**config.mk**
```make
export PLATFORM = sky130hd
export DESIGN_NAME = idle_led_and_sleep_timer_unit
export DESIGN_NICKNAME = d
export VERILOG_FILES = /design/src/rtl/ilst_pkg.sv /design/src/rtl/ilst_core.sv /design/src/rtl/idle_led_and_sleep_timer_unit.sv
export SDC_FILE = /design/constraint.sdc
export NUM_CORES = 1
export LEC_CHECK = 0
export BUFFER_PORTS_ARGS = -buffer_cell sky130_fd_sc_hd__buf_4
export CORE_ASPECT_RATIO = 0.8
export CORE_MARGIN = 2
export CORE_UTILIZATION = 35
export DETAILED_ROUTE_END_ITERATION = 7
export RECOVER_POWER = 100
export SLEW_MARGIN = 20
export SYNTH_ARGS = -nofsm -noshare
export SYNTH_HDL_FRONTEND = slang
export SYNTH_SLANG_ARGS = --single-unit
```
**constraint.sdc**
```tcl
create_clock -name clk -period 18.6 [get_ports clk]
set_input_delay 0.93 -clock clk [delete_from_list [all_inputs] [get_ports clk]]
set_output_delay 0.93 -clock clk [all_outputs]
set_load 0.02 [all_outputs]
```
**src/rtl/ilst_pkg.sv**
```systemverilog
// ----------------------------------------------------------------------------
// ilst_pkg
// Shared types and constants for the idle LED and sleep timer unit.
// ----------------------------------------------------------------------------
package ilst_pkg;

    localparam int unsigned TimeW  = 32;
    localparam int unsigned LimitW = 26;
    localparam int unsigned CmdW   = 2;
    localparam int unsigned SendW  = 2;
    localparam int unsigned IdxW   = 3;
    localparam int unsigned InDataW  = 40;
    localparam int unsigned OutDataW = 8;

    // Event codes.
    localparam logic [CmdW-1:0] CMD_TICK     = 2'd0;
    localparam logic [CmdW-1:0] CMD_KEY      = 2'd1;
    localparam logic [CmdW-1:0] CMD_LINK     = 2'd2;
    localparam logic [CmdW-1:0] CMD_NEW_CONN = 2'd3;

    // Sleep command codes.
    localparam logic [SendW-1:0] SEND_NONE      = 2'd0;
    localparam logic [SendW-1:0] SEND_BROADCAST = 2'd1;
    localparam logic [SendW-1:0] SEND_WIRED     = 2'd2;

    // Register indexes.
    localparam logic [IdxW-1:0] REG_USB_IDLE    = 3'd0;
    localparam logic [IdxW-1:0] REG_RADIO_IDLE  = 3'd1;
    localparam logic [IdxW-1:0] REG_SIDES_EN    = 3'd2;
    localparam logic [IdxW-1:0] REG_SIDES_SLEEP = 3'd3;
    localparam logic [IdxW-1:0] REG_WIRED_SLEEP = 3'd4;

    localparam logic [LimitW-1:0] USB_IDLE_RST    = 26'd600000;
    localparam logic [LimitW-1:0] RADIO_IDLE_RST  = 26'd600000;
    localparam logic [LimitW-1:0] SIDES_SLEEP_RST = 26'd600000;
    localparam logic [LimitW-1:0] WIRED_SLEEP_RST = 26'd1200000;

    typedef struct packed {
        logic [LimitW-1:0] usb_idle_ms;
        logic [LimitW-1:0] radio_idle_ms;
        logic              sides_sleep_enable;
        logic [LimitW-1:0] sides_sleep_ms;
        logic [LimitW-1:0] wired_sleep_ms;
    } cfg_t;

    typedef struct packed {
        logic [CmdW-1:0]  cmd;
        logic [TimeW-1:0] now_ms;
        logic             left_wired;
        logic             right_wired;
        logic             radio_up;
    } item_t;

    typedef struct packed {
        logic [TimeW-1:0] wired_mark;
        logic [TimeW-1:0] radio_mark;
        logic [TimeW-1:0] sides_sleep_mark;
        logic [TimeW-1:0] wired_sleep_mark;
        logic             asleep;
        logic             idled;
        logic             pending_connection;
        logic             led_state;
    } state_t;

    typedef struct packed {
        logic             leds_on;
        logic [SendW-1:0] sleep_send;
        logic             idle_now;
    } result_t;

endpackage

```
**src/rtl/ilst_core.sv**
```systemverilog
// ----------------------------------------------------------------------------
// ilst_core
// Next-state and result logic for one event of the idle LED and sleep timer.
// ----------------------------------------------------------------------------
module ilst_core (
    input  ilst_pkg::cfg_t    cfg,
    input  ilst_pkg::item_t   item,
    input  ilst_pkg::state_t  state_cur,
    output ilst_pkg::state_t  state_nxt,
    output ilst_pkg::result_t res
);

    always_comb
    begin
        ilst_pkg::state_t                 st;
        logic [ilst_pkg::SendW-1:0]       send;
        logic [ilst_pkg::TimeW-1:0]       d_idle;
        logic [ilst_pkg::TimeW-1:0]       d_sleep;
        logic                             wired_mode;

        st         = state_cur;
        send       = ilst_pkg::SEND_NONE;
        wired_mode = item.left_wired && item.right_wired && !item.radio_up;
        d_idle     = '0;
        d_sleep    = '0;

        case (item.cmd)
            ilst_pkg::CMD_TICK:
            begin
                if (wired_mode)
                begin
                    d_idle = item.now_ms - st.wired_mark;
                    if ((cfg.usb_idle_ms != '0) && st.led_state &&
                        (d_idle > {6'd0, cfg.usb_idle_ms}))
                    begin
                        st.led_state        = 1'b0;
                        st.wired_sleep_mark = item.now_ms;
                        st.asleep           = 1'b0;
                        st.idled            = 1'b1;
                    end
                    // The sleep check measures from the mark as just updated.
                    d_sleep = item.now_ms - st.wired_sleep_mark;
                    if (!st.asleep && (d_sleep > {6'd0, cfg.wired_sleep_ms}))
                    begin
                        send                = ilst_pkg::SEND_WIRED;
                        st.asleep           = 1'b1;
                        st.wired_sleep_mark = item.now_ms;
                    end
                end
                else
                begin
                    d_idle = item.now_ms - st.radio_mark;
                    if ((cfg.radio_idle_ms != '0) && st.led_state &&
                        (d_idle > {6'd0, cfg.radio_idle_ms}))
                    begin
                        st.led_state        = 1'b0;
                        st.idled            = 1'b1;
                        st.asleep           = 1'b0;
                        st.sides_sleep_mark = item.now_ms;
                    end
                    d_sleep = item.now_ms - st.sides_sleep_mark;
                    if (cfg.sides_sleep_enable && !st.led_state && !st.asleep &&
                        (d_sleep > {6'd0, cfg.sides_sleep_ms}))
                    begin
                        send      = ilst_pkg::SEND_BROADCAST;
                        st.asleep = 1'b1;
                    end
                end
            end
            ilst_pkg::CMD_KEY:
            begin
                if (st.idled)
                begin
                    st.led_state = 1'b1;
                    st.idled     = 1'b0;
                end
                st.wired_mark       = item.now_ms;
                st.radio_mark       = item.now_ms;
                st.sides_sleep_mark = item.now_ms;
                st.wired_sleep_mark = item.now_ms;
                st.asleep           = 1'b0;
            end
            ilst_pkg::CMD_LINK:
            begin
                if (st.pending_connection)
                begin
                    st.pending_connection = 1'b0;
                    st.wired_mark         = item.now_ms;
                    st.radio_mark         = item.now_ms;
                    st.sides_sleep_mark   = item.now_ms;
                    st.wired_sleep_mark   = item.now_ms;
                    st.asleep             = 1'b0;
                end
                st.led_state = 1'b1;
            end
            default:
            begin
                st.pending_connection = 1'b1;
            end
        endcase

        state_nxt      = st;
        res.leds_on    = st.led_state;
        res.sleep_send = send;
        res.idle_now   = st.idled;
    end

endmodule

```
**src/rtl/idle_led_and_sleep_timer_unit.sv**
```systemverilog
// ----------------------------------------------------------------------------
// idle_led_and_sleep_timer_unit
// Idle LED shutoff and side sleep timer driven by a stream of timed events.
// ----------------------------------------------------------------------------
// Events enter on the s_ group: s_tuser carries the event code and s_tdata
// the millisecond time stamp and the link status bits. Every event yields
// exactly one result word on the m_ group: LED enable, sleep command and
// the idled flag, all as they stand after that event.
// An accepted event is held in an input register; once the result register
// is free or its word is being taken, the event logic updates the timer
// state and loads the result register. One event per cycle is sustained
// while the receiver takes every result word.
// When the receiver stalls, the result holds, the input register fills and
// s_tready drops until the result is taken; nothing is lost.
// Limits go over the always-ready cfg_ channel; the user must keep writes to
// times when no event is in flight, as the block does not enforce it. Reset
// restores the default limits, zeroes all time marks and turns the LEDs on.
// ----------------------------------------------------------------------------
module idle_led_and_sleep_timer_unit (
    input  logic                          clk,
    input  logic                          rst_n,
    input  logic                          s_tvalid,
    output logic                          s_tready,
    // Bits from 0: now_ms[31:0], left_wired, right_wired, radio_up, zero fill.
    input  logic [ilst_pkg::InDataW-1:0]  s_tdata,
    // Bits from 0: cmd[1:0].
    input  logic [ilst_pkg::CmdW-1:0]     s_tuser,
    output logic                          m_tvalid,
    input  logic                          m_tready,
    // Bits from 0: leds_on, sleep_send[1:0], idle_now, zero fill.
    output logic [ilst_pkg::OutDataW-1:0] m_tdata,
    input  logic                          cfg_valid,
    output logic                          cfg_ready,
    input  logic [ilst_pkg::IdxW-1:0]     cfg_index,
    input  logic [ilst_pkg::LimitW-1:0]   cfg_data
);

    logic              in_valid_reg;
    ilst_pkg::item_t   in_item_reg;
    logic              out_valid_reg;
    ilst_pkg::result_t out_res_reg;
    ilst_pkg::state_t  state_reg;
    ilst_pkg::state_t  state_next;
    ilst_pkg::cfg_t    cfg_reg;
    ilst_pkg::result_t res_next;
    logic              advance;

    assign advance   = in_valid_reg && (!out_valid_reg || m_tready);
    assign s_tready  = !in_valid_reg || advance;
    assign cfg_ready = 1'b1;
    assign m_tvalid  = out_valid_reg;
    assign m_tdata   = {4'd0, out_res_reg.idle_now, out_res_reg.sleep_send,
                        out_res_reg.leds_on};

    ilst_core u_core (
        .cfg       (cfg_reg),
        .item      (in_item_reg),
        .state_cur (state_reg),
        .state_nxt (state_next),
        .res       (res_next)
    );

    always_ff @(posedge clk or negedge rst_n)
    begin
        if (!rst_n)
        begin
            in_valid_reg  <= 1'b0;
            out_valid_reg <= 1'b0;
        end
        else
        begin
            if (s_tvalid && s_tready)
            begin
                in_valid_reg <= 1'b1;
            end
            else if (advance)
            begin
                in_valid_reg <= 1'b0;
            end

            if (advance)
            begin
                out_valid_reg <= 1'b1;
            end
            else if (m_tready)
            begin
                out_valid_reg <= 1'b0;
            end
        end
    end

    always_ff @(posedge clk)
    begin
        if (s_tvalid && s_tready)
        begin
            in_item_reg.cmd         <= s_tuser;
            in_item_reg.now_ms      <= s_tdata[31:0];
            in_item_reg.left_wired  <= s_tdata[32];
            in_item_reg.right_wired <= s_tdata[33];
            in_item_reg.radio_up    <= s_tdata[34];
        end
        if (advance)
        begin
            out_res_reg <= res_next;
        end
    end

    always_ff @(posedge clk or negedge rst_n)
    begin
        if (!rst_n)
        begin
            state_reg.wired_mark         <= '0;
            state_reg.radio_mark         <= '0;
            state_reg.sides_sleep_mark   <= '0;
            state_reg.wired_sleep_mark   <= '0;
            state_reg.asleep             <= 1'b0;
            state_reg.idled              <= 1'b0;
            state_reg.pending_connection <= 1'b0;
            state_reg.led_state          <= 1'b1;
        end
        else if (advance)
        begin
            state_reg <= state_next;
        end
    end

    always_ff @(posedge clk or negedge rst_n)
    begin
        if (!rst_n)
        begin
            cfg_reg.usb_idle_ms        <= ilst_pkg::USB_IDLE_RST;
            cfg_reg.radio_idle_ms      <= ilst_pkg::RADIO_IDLE_RST;
            cfg_reg.sides_sleep_enable <= 1'b0;
            cfg_reg.sides_sleep_ms     <= ilst_pkg::SIDES_SLEEP_RST;
            cfg_reg.wired_sleep_ms     <= ilst_pkg::WIRED_SLEEP_RST;
        end
        else if (cfg_valid && cfg_ready)
        begin
            case (cfg_index)
                ilst_pkg::REG_USB_IDLE:    cfg_reg.usb_idle_ms        <= cfg_data;
                ilst_pkg::REG_RADIO_IDLE:  cfg_reg.radio_idle_ms      <= cfg_data;
                ilst_pkg::REG_SIDES_EN:    cfg_reg.sides_sleep_enable <= cfg_data[0];
                ilst_pkg::REG_SIDES_SLEEP: cfg_reg.sides_sleep_ms     <= cfg_data;
                ilst_pkg::REG_WIRED_SLEEP: cfg_reg.wired_sleep_ms     <= cfg_data;
                default:                   cfg_reg <= cfg_reg;
            endcase
        end
    end

endmodule

```
==> summary.md <==
| Metric | Value |
|---|---|
| Antenna violations before repair | 0 |
| RSZ-0062 raised after global routing | no |
| Final hold viol count | 0 |
| Number of buffers and inverters on the critical path | 4 |
| Post-synth design cell area | 0.0180 mm² |
| Io pins | 87 |
| Drt pass-1 iters | 5 |
| Critical path's largest stage delay | 1.95 ns |
| Crit-path leading delay family | compound AO/OA/AOI/OAI gates |
| Total of max-cap violations | 13 |
| Antenna viol nets, final | 0 |
| Root Buffer | clkbuf_16 |
| Violated checks | max-capacitance violations, max-slew violations |
| Top post-synthesis cells by count | ha_1 (196), dfrtp_1 (174), nand2_1 (173) |
| Critical path type | register to register |
| CP dominant cell by count | a21o_1 |
| Share of layout cells above drive strength 1 | 15.4% |
| Setup violators final | 0 |
| Core Box Area | 0.0509 mm² |
| Slew Limit Fails | 630 |
| Post-cts sizing count | 0 |
| Worst R2R Start | in_item_reg[3] |
| R2R setup slack | 4.23 ns |
| Hold Path Stages | 2 |
| Ranking of synthesized cells by area | dfrtp_1 (24%), ha_1 (14%), mux2_2 (7.6%) |
| Vias/cell | 5.38 |
| Final net count | 2221 |
| Yosys top cell by area | dfrtp_1 |
| Most used DFF post-synth | dfrtp_1 |
| Worst skew pair latency | 0.58 ns |
| Area of the multi-input gates | 0.0107 mm² |
| Vert. Die Dim | 207 µm |
| Layout area overhead | 12.1% |
| Hold_buf cts | 0 |
| Tcrit/Tclk final | 77.2% |
| Slew @ Worst Pin | 5.69 ns |
| Register area | 0.00645 mm² |
| Count leader, synth | ha_1 |
| GRT overflow | 0 |
| Post-DP HPWL | 39700 µm |
| Largest net degree at the start of global routing | 99 |
| Placed insts | 2599 |
| Final TNS setup | 0 ns |
| Largest register FFs | 105 |
| Critical Path RT | 19.06 ns |
| DRC Markers | 0 |
| Worst hold endpoint | state_reg[104] |
| R2r endpoint | state_reg[20] |
| Row count | 74 |
| Slew margin rel. | -279% |
| Max Fanout on Critical Path | 37 |
| Pwr Density | 175 mW/mm² |
| First-pass GRT wire length | 78400 µm |
| Min Tclk post-route | 14.37 ns |
| H-tree depth | 1 |
| Number of flops mapped to enable cells by yosys | 41 |
| Mapped Cells | 1887 |
| Gr usage total | 18.8% |
| Vias in the first global route | 13900 |
| CP max-delay cell | clkbuf_1 |
| Endpoint type of the worst setup path | register |
| Die span in x | 258 µm |
| Outcome | complete, but fails checks |
| Yosys Warn Count | 0 |
| Class of the worst hold path | register to register |
| Initial DRC count | 1013 |
| Maximum clock path buffer count | 3 |
| Placed instance area | 0.0193 mm² |
| Worst hold start | state_reg[104] |
| Die area | 0.0533 mm² |
| Design area | 0.0202 mm² |
| Mean Syn Cell Area | 9.54 µm² |
| Total number of vias | 14300 |
| VDD IR max | 0.0857 mV |
| Initial core utilization | 35.3% |
| Post-DR wirelength/cell | 19.1 µm |
| Number of distinct library cells after synthesis | 89 |
| Clk sinks | 248 |
| Post-CTS Setup Bufs | 0 |
| Total leakage power | 0.00913 µW |
| Final std cells w/o fill | 2656 |
| Sequential cell area fraction in the yosys report | 35.8% |
| Arr. time, crit path | 14.82 ns |
| Fmax | 69.6 MHz |
| Critical Path Source Type | register |
| Synthesized flop and latch total | 248 |
| CTS Buf Count | 30 |
| Clock-pin slew on the worst setup and hold paths | 0.06 ns |
| Post-synth top area share | 24.2% |
| Port Buffers | 76 |
| CTS tree | yes |
| Drt total wl | 50700 µm |
| Fraction of registers with async set/reset | 83.5% |
| Fillers | 5086 |
| Gpl congestion | 0.919 |
| Worst R2R Path Depth | 50 |
| Setup Skew | 0.0145 ns |
| Minimum hold slack | 0.483 ns |
[report_power, final]
group          leakage, µW  switching, µW  internal, µW  total [µW]
Combinational      0.00582           1200           917        2120
Sequential         0.00282           88.4           708         796
Clock             0.000495            240           367         607
Total              0.00913           1530          1990        3520
[placed cells by master, fill, tap and decap left out, types with 6 or more instances in the layout]
master / instances
edfxtp_1: 41
mux2_2: 121
xor2_1: 34
clkbuf_8: 7
o21ai_1: 9
dfrtp_1: 174
a21oi_1: 116
or3_1: 8
nand2b_1: 29
o21bai_1: 12
nor2_1: 72
inv_1: 159
mux2i_1: 60
and2_1: 7
o2111ai_1: 6
o211ai_1: 7
xnor2_1: 46
clkbuf_4: 32
clkbuf_16: 30
and3_1: 11
nand3_1: 31
buf_4: 36
nand2_1: 173
nor4_1: 17
a31oi_1: 16
o21ai_0: 142
or2_2: 6
a21o_1: 71
a211oi_1: 8
ha_1: 196
o21a_1: 23
nor3_1: 23
and4_1: 7
nor2b_1: 29
dfstp_2: 33
clkbuf_1: 36
nand4_1: 37
[routing by layer]
layer	vias to the layer above	share of wire (%)	track usage, %	wire length (µm)
li1	6889	-	-	-
met1	6937	47	26.5	23900
met2	367	45	30.7	22700
met3	91	4.8	2.10	2450
met4	0	3.2	5.26	1630
met5	-	0	0	0
[worst max-delay path by stage]
stage                    startpoint             to  depth (start not counted)
global placement    in_item_reg[10]     m_tdata[1]                         44
CTS                 in_item_reg[10]     m_tdata[1]                         44
global route         in_item_reg[3]  state_reg[14]                         50
floorplan            in_item_reg[3]     m_tdata[1]                         52
finish               in_item_reg[3]  state_reg[20]                         50
detailed placement  in_item_reg[10]     m_tdata[1]                         45
[final cells by class]
cell class	instances	share of cell area, %
Antenna cell	1	0.0124
Clock buffer	48	4.40
Clock inverter	8	0.645
Inverter	161	2.99
Multi-Input combinational cell	1413	52.8
Sequential cell	248	32.0
Tap cell	684	4.24
Timing Repair Buffer	93	2.99
[through the flow]
step	utilization, %	worst slack, ns	total power [µW]
CTS	39.9	7.18	3520
detailed placement	37.9	7.25	2890
floorplan	-	8.99	2360
global route	39.6	3.42	3820
finish	39.6	4.23	3520
global placement	37.9	7.37	2830
[cell families (layout without fill, tap and decap cells)]
logic type	Yosys count	after routing	share of synthesized area [%]
compound gates	472	472	17.0
fa+ha+maj	201	201	14.0
buf+inv	229	310	5.12
flops	248	248	35.8
mux	181	181	10.9
other cells	2	6	0.0417
xor+xnor	81	81	3.98
simple gates	473	473	13.1
[tightest hold or removal path: cells and delay by family, from the launching register on]
| kind | cells | cell delay, ns |
|---|---|---|
| AO/OA/AOI/OAI | 1 | 0.06 |
| flip-flops | 1 | 0.34 |
| AND/OR/NAND/NOR | 1 | 0.05 |
(Power assumes the default switching activity.)
